<file path="config.mk">
export PLATFORM = sky130hd
export DESIGN_NAME = serial_line_editor_core
export DESIGN_NICKNAME = d
export VERILOG_FILES = /design/src/sle_pkg.sv /design/src/sle_ram.sv /design/src/serial_line_editor_core.sv
export VERILOG_INCLUDE_DIRS = /design/src /design/src/src
export SDC_FILE = /design/constraint.sdc
export NUM_CORES = 1
export LEC_CHECK = 0
export BUFFER_PORTS_ARGS = -buffer_cell sky130_fd_sc_hd__buf_2
export CAP_MARGIN = 20
export CELL_PAD_IN_SITES_DETAIL_PLACEMENT = 0
export CELL_PAD_IN_SITES_GLOBAL_PLACEMENT = 2
export CORE_MARGIN = 4
export CORE_UTILIZATION = 30
export CTS_CLUSTER_SIZE = 8
export DETAILED_ROUTE_END_ITERATION = 6
export GPL_ROUTABILITY_DRIVEN = 1
export PLACE_DENSITY_LB_ADDON = 0.1
export SYNTH_ARGS = -nofsm -noshare
export SYNTH_HDL_FRONTEND = slang
export SYNTH_HIERARCHICAL = 1
export SYNTH_SLANG_ARGS = --single-unit
export TNS_END_PERCENT = 1
</file>
<file path="constraint.sdc">
create_clock -name clk -period 7.75 [get_ports clk]
set_clock_uncertainty 0.1 [all_clocks]
set_input_delay 1.55 -clock clk [delete_from_list [all_inputs] [get_ports clk]]
set_output_delay 1.55 -clock clk [all_outputs]
set_load 0.05 [all_outputs]
</file>
<file path="src/serial_line_editor_core_defines.svh">
// ---------------------------------------------------------------------------
// Serial line editor assertion macros
// Shared concurrent assertion forms, clocked on clk and disabled in reset.
// ---------------------------------------------------------------------------
`ifndef SERIAL_LINE_EDITOR_CORE_DEFINES_SVH
`define SERIAL_LINE_EDITOR_CORE_DEFINES_SVH

// The consequent must hold in the same cycle as the antecedent.
`define SLE_ASSERT_SAME(lbl, ante, cons, msg) \
  lbl: assert property (@(posedge clk) disable iff (!rst_n) (ante) |-> (cons)) \
    else $error(msg);

// The consequent must hold in the cycle after the antecedent.
`define SLE_ASSERT_NEXT(lbl, ante, cons, msg) \
  lbl: assert property (@(posedge clk) disable iff (!rst_n) (ante) |=> (cons)) \
    else $error(msg);

`endif

</file>
<file path="src/sle_pkg.sv">
// ---------------------------------------------------------------------------
// Serial line editor package
// Constants, result word type and byte classification shared by the editor.
// ---------------------------------------------------------------------------
package sle_pkg;

  localparam int unsigned LINE_DEPTH = 64;
  localparam int unsigned ADDR_W     = $clog2(LINE_DEPTH);
  localparam int unsigned CAP_W      = 7;
  localparam int unsigned CAP_EXT_W  = 9;

  localparam logic [CAP_W-1:0] CAP_RESET = 7'd64;

  localparam logic [7:0] CH_NUL   = 8'h00;
  localparam logic [7:0] CH_BS    = 8'h08;
  localparam logic [7:0] CH_CR    = 8'h0d;
  localparam logic [7:0] CH_ESC   = 8'h1b;
  localparam logic [7:0] CH_SP    = 8'h20;
  localparam logic [7:0] PRINT_LO = 8'd32;
  localparam logic [7:0] PRINT_HI = 8'd238;
  localparam logic [7:0] LEAD1_LO = 8'h81;
  localparam logic [7:0] LEAD1_HI = 8'h9f;
  localparam logic [7:0] LEAD2_LO = 8'he0;
  localparam logic [7:0] LEAD2_HI = 8'hee;

  localparam logic [2:0] NRES_ONE    = 3'd1;
  localparam logic [2:0] NRES_ERASE1 = 3'd3;
  localparam logic [2:0] NRES_ERASE2 = 3'd6;

  typedef struct packed {
    logic              echo_valid;
    logic [7:0]        echo_byte;
    logic              store_valid;
    logic [ADDR_W-1:0] store_index;
    logic [7:0]        store_byte;
    logic              line_done;
    logic              aborted;
    logic [ADDR_W-1:0] line_length;
  } sle_res_t;

  function automatic logic is_lead(input logic [7:0] c);
    return ((c >= LEAD1_LO) && (c <= LEAD1_HI)) || ((c >= LEAD2_LO) && (c <= LEAD2_HI));
  endfunction

endpackage

</file>
<file path="src/sle_ram.sv">
// ---------------------------------------------------------------------------
// Generic RAM
// One write port and one read port, read data registered.
// ---------------------------------------------------------------------------
module sle_ram #(
  parameter int unsigned WIDTH = 8,
  parameter int unsigned DEPTH = 64
) (
  input  logic                     clk,
  input  logic                     we,
  input  logic [$clog2(DEPTH)-1:0] waddr,
  input  logic [WIDTH-1:0]         wdata,
  input  logic                     re,
  input  logic [$clog2(DEPTH)-1:0] raddr,
  output logic [WIDTH-1:0]         rdata
);

  logic [WIDTH-1:0] mem [DEPTH];

  always_ff @(posedge clk) begin
    if (we) begin
      mem[waddr] <= wdata;
    end
    if (re) begin
      rdata <= mem[raddr];
    end
  end

endmodule

</file>
<file path="src/serial_line_editor_core.sv">
// ---------------------------------------------------------------------------
// Serial line editor core
// Edits a console input line held in a RAM and emits echo and store words.
// ---------------------------------------------------------------------------
// Each received byte passes a decode stage, which reads the line RAM as the
// byte is accepted, at the entry two places below the write index (for the
// double-byte check of backspace), and then a result register that delivers
// one word per cycle while out_ready is high. A byte yields one result word,
// or three or six words for a backspace on a non-empty line, so the block
// takes one byte per cycle while bytes yield single words and out_ready is
// high; else a new byte waits in the decode stage until the last word is taken.
module serial_line_editor_core (
  input  logic                       clk,
  input  logic                       rst_n,
  input  logic                       in_valid,
  output logic                       in_ready,
  input  logic [7:0]                 in_rx_byte,
  output logic                       out_valid,
  input  logic                       out_ready,
  output logic                       out_echo_valid,
  output logic [7:0]                 out_echo_byte,
  output logic                       out_store_valid,
  output logic [sle_pkg::ADDR_W-1:0] out_store_index,
  output logic [7:0]                 out_store_byte,
  output logic                       out_line_done,
  output logic                       out_aborted,
  output logic [sle_pkg::ADDR_W-1:0] out_line_length,
  output logic                       out_last,
  input  logic                       cfg_valid,
  output logic                       cfg_ready,
  input  logic [sle_pkg::CAP_W-1:0]  cfg_line_capacity
);

  logic [sle_pkg::CAP_W-1:0]     cap_r;
  logic [sle_pkg::ADDR_W-1:0]    wi_r, wi_nxt, wi_c;
  logic                          trail_r, trail_nxt, trail_c;
  logic                          skip_r, skip_nxt, skip_c;
  logic                          x_valid_r, x_valid_nxt;
  logic [7:0]                    x_byte_r;
  logic                          job_valid_r, job_valid_nxt;
  sle_pkg::sle_res_t             job_r, res_c;
  logic                          erase_r, erase_c;
  logic [2:0]                    step_r, nres_r, nres_c;
  logic                          we_c;
  logic [sle_pkg::ADDR_W-1:0]    waddr_c;
  logic [7:0]                    wdata_c;
  logic [7:0]                    rdata;
  logic [sle_pkg::ADDR_W-1:0]    raddr;
  logic [sle_pkg::CAP_EXT_W-1:0] cap_ext, cap_eff, i_ext;
  logic                          pair_fit, print_fit;
  logic                          x_adv, in_acc, out_acc, last_c, job_free;

  assign cfg_ready = 1'b1;

  assign cap_ext   = sle_pkg::CAP_EXT_W'(cap_r);
  assign cap_eff   = (cap_ext > sle_pkg::CAP_EXT_W'(sle_pkg::LINE_DEPTH)) ?
                     sle_pkg::CAP_EXT_W'(sle_pkg::LINE_DEPTH) : cap_ext;
  assign i_ext     = sle_pkg::CAP_EXT_W'(wi_r);
  assign pair_fit  = (i_ext + sle_pkg::CAP_EXT_W'(3)) <= cap_eff;
  assign print_fit = (i_ext + sle_pkg::CAP_EXT_W'(1)) < cap_eff;

  always_comb begin
    res_c             = '0;
    res_c.line_length = wi_r;
    wi_c              = wi_r;
    trail_c           = trail_r;
    skip_c            = skip_r;
    erase_c           = 1'b0;
    nres_c            = sle_pkg::NRES_ONE;
    we_c              = 1'b0;
    waddr_c           = wi_r;
    wdata_c           = x_byte_r;
    if (trail_r) begin
      trail_c           = 1'b0;
      we_c              = 1'b1;
      wi_c              = wi_r + 1'b1;
      res_c.echo_valid  = 1'b1;
      res_c.echo_byte   = x_byte_r;
      res_c.store_valid = 1'b1;
      res_c.store_index = wi_r;
      res_c.store_byte  = x_byte_r;
      res_c.line_length = wi_r + 1'b1;
    end else if (skip_r) begin
      skip_c = 1'b0;
    end else if (x_byte_r == sle_pkg::CH_ESC) begin
      we_c              = 1'b1;
      waddr_c           = '0;
      wdata_c           = sle_pkg::CH_NUL;
      wi_c              = '0;
      res_c.store_valid = 1'b1;
      res_c.aborted     = 1'b1;
      res_c.line_length = '0;
    end else if (x_byte_r == sle_pkg::CH_CR) begin
      we_c              = 1'b1;
      wdata_c           = sle_pkg::CH_NUL;
      wi_c              = '0;
      res_c.echo_valid  = 1'b1;
      res_c.echo_byte   = sle_pkg::CH_CR;
      res_c.store_valid = 1'b1;
      res_c.store_index = wi_r;
      res_c.line_done   = 1'b1;
    end else if (x_byte_r == sle_pkg::CH_BS) begin
      if (wi_r != '0) begin
        erase_c           = 1'b1;
        res_c.echo_valid  = 1'b1;
        res_c.echo_byte   = sle_pkg::CH_BS;
        res_c.line_length = wi_r - 1'b1;
        if ((wi_r > sle_pkg::ADDR_W'(1)) && sle_pkg::is_lead(rdata)) begin
          wi_c   = wi_r - sle_pkg::ADDR_W'(2);
          nres_c = sle_pkg::NRES_ERASE2;
        end else begin
          wi_c   = wi_r - 1'b1;
          nres_c = sle_pkg::NRES_ERASE1;
        end
      end
    end else if (sle_pkg::is_lead(x_byte_r)) begin
      if (pair_fit) begin
        we_c              = 1'b1;
        wi_c              = wi_r + 1'b1;
        trail_c           = 1'b1;
        res_c.echo_valid  = 1'b1;
        res_c.echo_byte   = x_byte_r;
        res_c.store_valid = 1'b1;
        res_c.store_index = wi_r;
        res_c.store_byte  = x_byte_r;
        res_c.line_length = wi_r + 1'b1;
      end else begin
        skip_c = 1'b1;
      end
    end else if (x_byte_r == sle_pkg::CH_NUL) begin
      skip_c = 1'b1;
    end else if ((x_byte_r >= sle_pkg::PRINT_LO) && (x_byte_r <= sle_pkg::PRINT_HI) &&
                 print_fit) begin
      we_c              = 1'b1;
      wi_c              = wi_r + 1'b1;
      res_c.echo_valid  = 1'b1;
      res_c.echo_byte   = x_byte_r;
      res_c.store_valid = 1'b1;
      res_c.store_index = wi_r;
      res_c.store_byte  = x_byte_r;
      res_c.line_length = wi_r + 1'b1;
    end
  end

  assign last_c   = !erase_r || (step_r == (nres_r - 3'd1));
  assign out_acc  = out_valid && out_ready;
  assign job_free = !job_valid_r || (out_acc && last_c);
  assign x_adv    = x_valid_r && job_free;
  assign in_ready = !x_valid_r || x_adv;
  assign in_acc   = in_valid && in_ready;

  assign wi_nxt        = x_adv ? wi_c : wi_r;
  assign trail_nxt     = x_adv ? trail_c : trail_r;
  assign skip_nxt      = x_adv ? skip_c : skip_r;
  assign x_valid_nxt   = in_acc || (x_valid_r && !x_adv);
  assign job_valid_nxt = x_adv || (job_valid_r && !(out_acc && last_c));
  assign raddr         = wi_nxt - sle_pkg::ADDR_W'(2);

  sle_ram #(
    .WIDTH (8),
    .DEPTH (sle_pkg::LINE_DEPTH)
  ) u_line_ram (
    .clk   (clk),
    .we    (x_adv && we_c),
    .waddr (waddr_c),
    .wdata (wdata_c),
    .re    (in_acc),
    .raddr (raddr),
    .rdata (rdata)
  );

  always_ff @(posedge clk) begin
    if (!rst_n) begin
      cap_r       <= sle_pkg::CAP_RESET;
      wi_r        <= '0;
      trail_r     <= 1'b0;
      skip_r      <= 1'b0;
      x_valid_r   <= 1'b0;
      job_valid_r <= 1'b0;
    end else begin
      if (cfg_valid && cfg_ready) begin
        cap_r <= cfg_line_capacity;
      end
      wi_r        <= wi_nxt;
      trail_r     <= trail_nxt;
      skip_r      <= skip_nxt;
      x_valid_r   <= x_valid_nxt;
      job_valid_r <= job_valid_nxt;
    end
  end

  always_ff @(posedge clk) begin
    if (in_acc) begin
      x_byte_r <= in_rx_byte;
    end
    if (x_adv) begin
      job_r   <= res_c;
      erase_r <= erase_c;
      nres_r  <= nres_c;
      step_r  <= '0;
    end else if (out_acc) begin
      step_r <= step_r + 3'd1;
    end
  end

  assign out_valid       = job_valid_r;
  assign out_echo_valid  = job_r.echo_valid;
  assign out_echo_byte   = (erase_r && ((step_r == 3'd1) || (step_r == 3'd4))) ?
                           sle_pkg::CH_SP : job_r.echo_byte;
  assign out_store_valid = job_r.store_valid;
  assign out_store_index = job_r.store_index;
  assign out_store_byte  = job_r.store_byte;
  assign out_line_done   = job_r.line_done;
  assign out_aborted     = job_r.aborted;
  assign out_line_length = (erase_r && (step_r >= 3'd3)) ?
                           (job_r.line_length - 1'b1) : job_r.line_length;
  assign out_last        = last_c;

`include "serial_line_editor_core_defines.svh"

  `SLE_ASSERT_SAME(a_trail_skip_excl, trail_r, !skip_r, "Trail and skip flags both set.")
  `SLE_ASSERT_SAME(a_step_range, job_valid_r && erase_r, step_r < nres_r, "Erase step overrun.")
  `SLE_ASSERT_NEXT(a_burst_cont, out_valid && out_ready && !out_last, out_valid, "Burst cut short.")

endmodule
</file>
Word level (Yosys, flattened, before mapping)
Memories as Yosys holds them, arrays and structs flattened. A register that Yosys moved wholly into a read port is not among the register bits.
Index checks and enable logic that the tools add are counted.
W data, S select, Z words.
{"block": "classes", "addsub": 9, "n_eq_ne": 6, "reduce_logical": 36, "n_mux": 70, "n_lt_le_gt_ge": 14, "div_mod_pow": 0, "bitwise_logic": 3, "shift": 0, "n_mul": 0}
{"operator": "$mux W6", "n": 21}
{"operator": "$mux W24", "n": 5}
{"operator": "$mux W8", "n": 6}
{"operator": "$ge A8 B8 Y1 const B", "n": 4}
{"operator": "$le A8 B8 Y1 const B", "n": 4}
{"operator": "$mux W32", "n": 1}
{"operator": "$mux W15", "n": 2}
{"operator": "$mux W1", "n": 28}
{"operator": "$mux W9", "n": 3}
{"operator": "$mux W23", "n": 1}
{"operator": "$eq A8 B4 Y1 const B", "n": 2}
{"operator": "$logic_and A1 B1 Y1", "n": 16}
{"operator": "$mux W16", "n": 1}
{"operator": "$sub A6 B1 Y6 const B", "n": 2}
{"operator": "$sub A6 B2 Y6 const B", "n": 2}
{"operator": "$eq A8 B5 Y1 const B", "n": 1}
{"operator": "$ge A8 B6 Y1 const B", "n": 1}
{"operator": "$logic_not A8 Y1", "n": 1}
{"operator": "$logic_or A1 B1 Y1", "n": 8}
{"operator": "$add A6 B1 Y7 const B", "n": 1}
{"operator": "$add A6 B2 Y7 const B", "n": 1}
{"operator": "$gt A7 B7 Y1 const B", "n": 1}
{"operator": "$le A7 B7 Y1", "n": 1}
{"operator": "$lt A7 B7 Y1", "n": 1}
{"operator": "18 further kinds", "n": 24}
{"block": "word_totals", "regBits": 64, "ramBits": 512, "latch_bits": 0, "memories": 1, "mem_bits_ro": 0}
{"name": "u_line_ram.mem", "words": 64, "word_bits": 8, "read_ports": 1, "rd_ports_with_merged_regs": 1, "write_ports": 1, "line_no": "sle_ram.sv:18", "source": "logic [WIDTH-1:0] mem [DEPTH];"}

Depth between registers and ports, before layout
{"block": "depth", "depth_word": 15, "mapped_depth": 26, "ltp_nobuf": 21}

By module
Netlist, hierarchy kept.
{"module": "sle_ram", "area_each_um2": 20270.7, "seq_area_each_um2": 15615.0, "cells_each": 972, "n_inst": 1}
{"module": "serial_line_editor_core", "area_each_um2": 4282.9, "seq_area_each_um2": 1571.5, "cells_each": 474, "n_inst": 1}

Worst setup path before layout
OpenSTA, ideal clock, no wires.
{"block": "synth_timing", "path_kind": "register to register", "from": "register wi_r[0] (netlist bit)", "to": "register u_line_ram.rdata[2], read port of u_line_ram.mem, data pin", "stages_incl_launch_ff": 24, "setup_ps": 257, "t_required_ps": 7393, "synth_period_minus_slack_ps": 5360, "arrival_ps": 5004, "path_buffers": 5, "slack_ps": 2390, "path_cell_list": "dfxtp_1 clkbuf_1 inv_1 ha_1 clkbuf_1 nor2_1 xor2_1 ha_1 a211oi_1 o21bai_1 o22ai_1 or2b_2 and2_1 clkbuf_1 o311ai_1 a21oi_1 ha_1 inv_1 buf_2 buf_1 mux4_2 a21oi_1 o211ai_1 a32o_1"}
{"block": "synth_via", "elab_chain_len": 13}
{"element": "from (decl)", "line_no": "serial_line_editor_core.sv:35", "source": "logic [sle_pkg::ADDR_W-1:0] wi_r, wi_nxt, wi_c;"}
{"element": "from (signal assigned)", "line_no": "serial_line_editor_core.sv:184", "source": "wi_r <= wi_nxt;"}
{"element": "$add A6 B1 Y7", "line_no": "serial_line_editor_core.sv:60", "source": "assign print_fit = (i_ext + sle_pkg::CAP_EXT_W'(1)) < cap_eff;"}
{"element": "$lt A7 B7 Y1", "line_no": "serial_line_editor_core.sv:60"}
{"element": "$logic_and A1 B1 Y1", "line_no": "serial_line_editor_core.sv:132", "source": "end else if ((x_byte_r >= sle_pkg::PRINT_LO) && (x_byte_r <= sle_pkg::PRINT_HI) &&"}
{"element": "$mux W6", "line_no": "serial_line_editor_core.sv:132"}
{"element": "$mux W6", "line_no": "serial_line_editor_core.sv:130", "source": "end else if (x_byte_r == sle_pkg::CH_NUL) begin"}
{"element": "$mux W6", "line_no": "serial_line_editor_core.sv:116", "source": "end else if (sle_pkg::is_lead(x_byte_r)) begin"}
{"element": "$mux W6", "line_no": "serial_line_editor_core.sv:102", "source": "end else if (x_byte_r == sle_pkg::CH_BS) begin"}
{"element": "$mux W6", "line_no": "serial_line_editor_core.sv:93", "source": "end else if (x_byte_r == sle_pkg::CH_CR) begin"}
{"element": "$mux W6", "line_no": "serial_line_editor_core.sv:85", "source": "end else if (x_byte_r == sle_pkg::CH_ESC) begin"}
{"element": "$mux W6", "line_no": "serial_line_editor_core.sv:83", "source": "end else if (skip_r) begin"}
{"element": "$mux W6", "line_no": "serial_line_editor_core.sv:73", "source": "if (trail_r) begin"}
{"element": "$mux W6 (*)", "line_no": "serial_line_editor_core.sv:152", "source": "assign wi_nxt = x_adv ? wi_c : wi_r;"}
{"element": "$sub A6 B2 Y6 (*)", "line_no": "serial_line_editor_core.sv:157", "source": "assign raddr = wi_nxt - sle_pkg::ADDR_W'(2);"}
{"element": "net raddr (one bit)", "line_no": "serial_line_editor_core.sv:48", "source": "logic [sle_pkg::ADDR_W-1:0] raddr;"}
{"element": "to (decl)", "line_no": "sle_ram.sv:15", "source": "output logic [WIDTH-1:0] rdata"}
Mark *: on every way through the listed nets, which the timed path passes. The rest lies on a longest branch.
A chain may end at the register's enable or synchronous reset.

Worst setup path in the final report
{"block": "layout_timing", "from": "register wi_r[1] (netlist bit)", "to": "register u_line_ram.rdata[4], read port of u_line_ram.mem, data pin"}
Same word-level chain as after synthesis.

==> impl_metrics.csv <==
group,metric,value,unit
outcome,status,"finished, final reports clean",
route,drc,0,
floorplan,fp.dieH,294,um
cells_and_area,fin_cells,2647,
grt,first_global_vias,13900,
timing,fin_crit,6.41,ns
route,wl,69500,um
route,viasPerCell,5.01,
route,ant_nets,0,
timing,hold_viol,0,
placed_design,port_buffers,54,
logic_synthesis,synth_edf_count,559,
route,drt_iter0_markers,1027,
placed_design,post-dp-hpwl,45000,um
floorplan,rows,104,
worst_setup_path,path_cells,"inv_1 > ha_1 > a21oi_1 > nor2_1 > xor2_1 > ha_1 > o21ai_0 > o21bai_1 > o22ai_1 > or2b_2 > and2_1 > o21ai_0 > a31oi_4 > ha_1 > xnor2_2 > buf_4 > clkinv_1 > nand2_1 > o22ai_1 > o21ai_0 > a22o_1",
clocking,root_buffer,"clkbuf_16",
grt,antenna_found_initial,0,
logic_synthesis,synth.most_common_cell,"edfxtp_1",
floorplan,ios,56,
worst_setup_path,slowest_delay,0.57,ns
logic_synthesis,syn_inst,1446,
placed_design,place_inst,2536,
timing,setup_viol,0,
logic_synthesis,yosys_register_bits,579,
grt,grt_max_degree,111,
clocking,clock_sinks,579,
route,wl_per_cell,26.3,um
placed_design,pre_cts_slack,1.36,ns
worst_setup_path,cp-start-kind,"flip-flop",
timing,setup_ws,1.34,ns
cells_and_area,diodes,0,
route,vias,13300,
floorplan,core_area,0.0808,mm^2
timing,finalSetupTns,0,ns
power_and_ir_drop,powerDensity,267,mW/mm^2
clocking,post_cts_buffers,0,
worst_setup_path,crit_required,8.13,ns
cells_and_area,drive_above_1_share,0.248,
logic_synthesis,yosys_warnings,6,
logic_synthesis,seq_area_frac_synth,0.700,
logic_synthesis,synth_ff_type,"edfxtp_1",
clocking,ctsHoldBuffers,0,
grt,grt_pass1_wl,101000,um
route,dr.pass1.iters,5,
power_and_ir_drop,p_leak,0.00934,uW
timing,clock.fmax,156,MHz
logic_synthesis,yosys-top-cells-count,"559 x edfxtp_1, 126 x nor2_1, 124 x mux4_2",
timing,rsz0062_at_grt,"false",
worst_setup_path,crit_path_end_kind,"flip-flop",
clocking,cts_tree,"built",
clocking,clk_latency,0.61,ns
timing,worstMarginPinSlew,0.976,ns
worst_setup_path,crit_type,"flip-flop to flip-flop",
power_and_ir_drop,ir_drop,0.167,mV
floorplan,die_w,294,um
clocking,h-tree-depth,3,
worst_setup_path,cpMaxStageDelayCell,"dfxtp_1",
placed_design,routabilityCongestion,0.759,
clocking,clk_pin_slew,0.05,ns
timing,slew_headroom,0.347,
cells_and_area,area_delta_synth_final,16.7,%
clocking,cts-resized-gates,0,
clocking,cts_buffer_depth,3,
logic_synthesis,synth_area_per_cell,17.0,um^2
clocking,cts_made_buffers,83,
logic_synthesis,netlist_area,0.0246,mm^2
worst_setup_path,worstPathMaxFanout,12,
logic_synthesis,syn_nets,1495,
logic_synthesis,synth_cell_types,84,
min_path,hp-class,"flip-flop to flip-flop",
grt,overflow,0,
logic_synthesis,synth_top_cell_by_area,"edfxtp_1",
floorplan,dieArea,0.0865,mm^2
timing,drv_slew,0,
floorplan,initial_core_util,0.304,
logic_synthesis,synth_top_area_share,0.684,
cells_and_area,fin_nets,1611,
worst_setup_path,crit_arrival,6.79,ns
logic_synthesis,synthTopCellsByArea,"edfxtp_1 68%, mux4_2 11%, nor2_1 1.9%",
grt,grt_usage,0.162,
run,drv_cap,0,
logic_synthesis,synth-async-reset-ratio,0,
timing,fin_crit_sh,0.828,
## critical path, delay by kind of cell (launching register included)
family                   cells  cell delay [ns]
AO/OA/AOI/OAI                9             2.26
AND/OR/NAND/NOR              4             1.16
buffers and inverters        3             0.96
adder cells (fa/ha/maj)      3             0.84
flip-flops                   1             0.57
XOR/XNOR                     2             0.42
## stage by stage
stage	utilization	hold slack [ns]	power, uW	cell area, um^2
after detailed placement	0.325	0.410	4420	26300
after floorplan	-	0.374	4140	24600
final	0.355	0.410	7660	28700
after global routing	0.355	0.456	7960	28700
after CTS	0.354	0.417	7780	28600
after global placement	0.325	0.409	4420	26300
## sequential cells by signal (all words and copies together), names as in the netlist
name and flops:
u_line_ram/mem 512, job_r 14, u_line_ram/rdata 8, x_byte_r 8
cap_r 7, out_store_index 6, wi_r 6, nres_r 3
out_store_byte 3, step_r 3, erase_r 1, out_aborted 1
out_echo_valid 1, out_line_done 1, out_store_valid 1, out_valid 1
skip_r 1, trail_r 1, x_valid_r 1
## routing by layer
| layer | GRT usage | up-vias | wire length (um) |
|---|---|---|---|
| li1 | - | 5942 | - |
| met1 | 0.221 | 6946 | 31200 |
| met2 | 0.270 | 288 | 34000 |
| met3 | 0.0279 | 95 | 2810 |
| met4 | 0.0398 | 0 | 1520 |
| met5 | 0 | - | 0 |
## power by group
part | switching (uW) | internal (uW)
sequential | 25.2 | 3490
combinational | 525 | 305
clock | 1290 | 2030
## kinds of logic after synthesis
group / after synthesis / share of synthesized area
compound gates: 178 / 0.0519
xor+xnor: 21 / 0.00810
fa+ha+maj: 29 / 0.0148
buf+inv: 125 / 0.0263
flops: 579 / 0.700
mux: 156 / 0.127
other cells: 1 / 0.000153
simple gates: 357 / 0.0717
## layout by cell type, fill, tap and decap left out, drive strengths merged, types with 28 or more instances in the layout
master and n:
buf 127, clkbuf 103, edfxtp 559, ha 29
inv 28, mux4 124, nand2 70, nand3 35
nor2 126, nor2b 38, o21ai 32
## final cells by class
type                       count  area, um^2
clock buffer                 103        2190
clock inverter                 7         154
fill                        7660       52200
inverter                      29         114
multi-input combinational    742        6810
sequential                   579       17200
tap                         1060        1330
timing repair buffer         127         872
## path summary, 6_finish.rpt
check / start / endpoint / slack (ns) / depth (start not counted)
worst max register to register: wi_r[1] / u_line_ram/rdata[4] / 1.34 / 21
worst max-delay path: wi_r[1] / u_line_ram/rdata[4] / 1.34 / 21
worst min-delay path: step_r[1] / step_r[1] / 0.41 / 2
worst min register to register: step_r[1] / step_r[1] / 0.41 / 2
(Power assumes the default switching activity.)
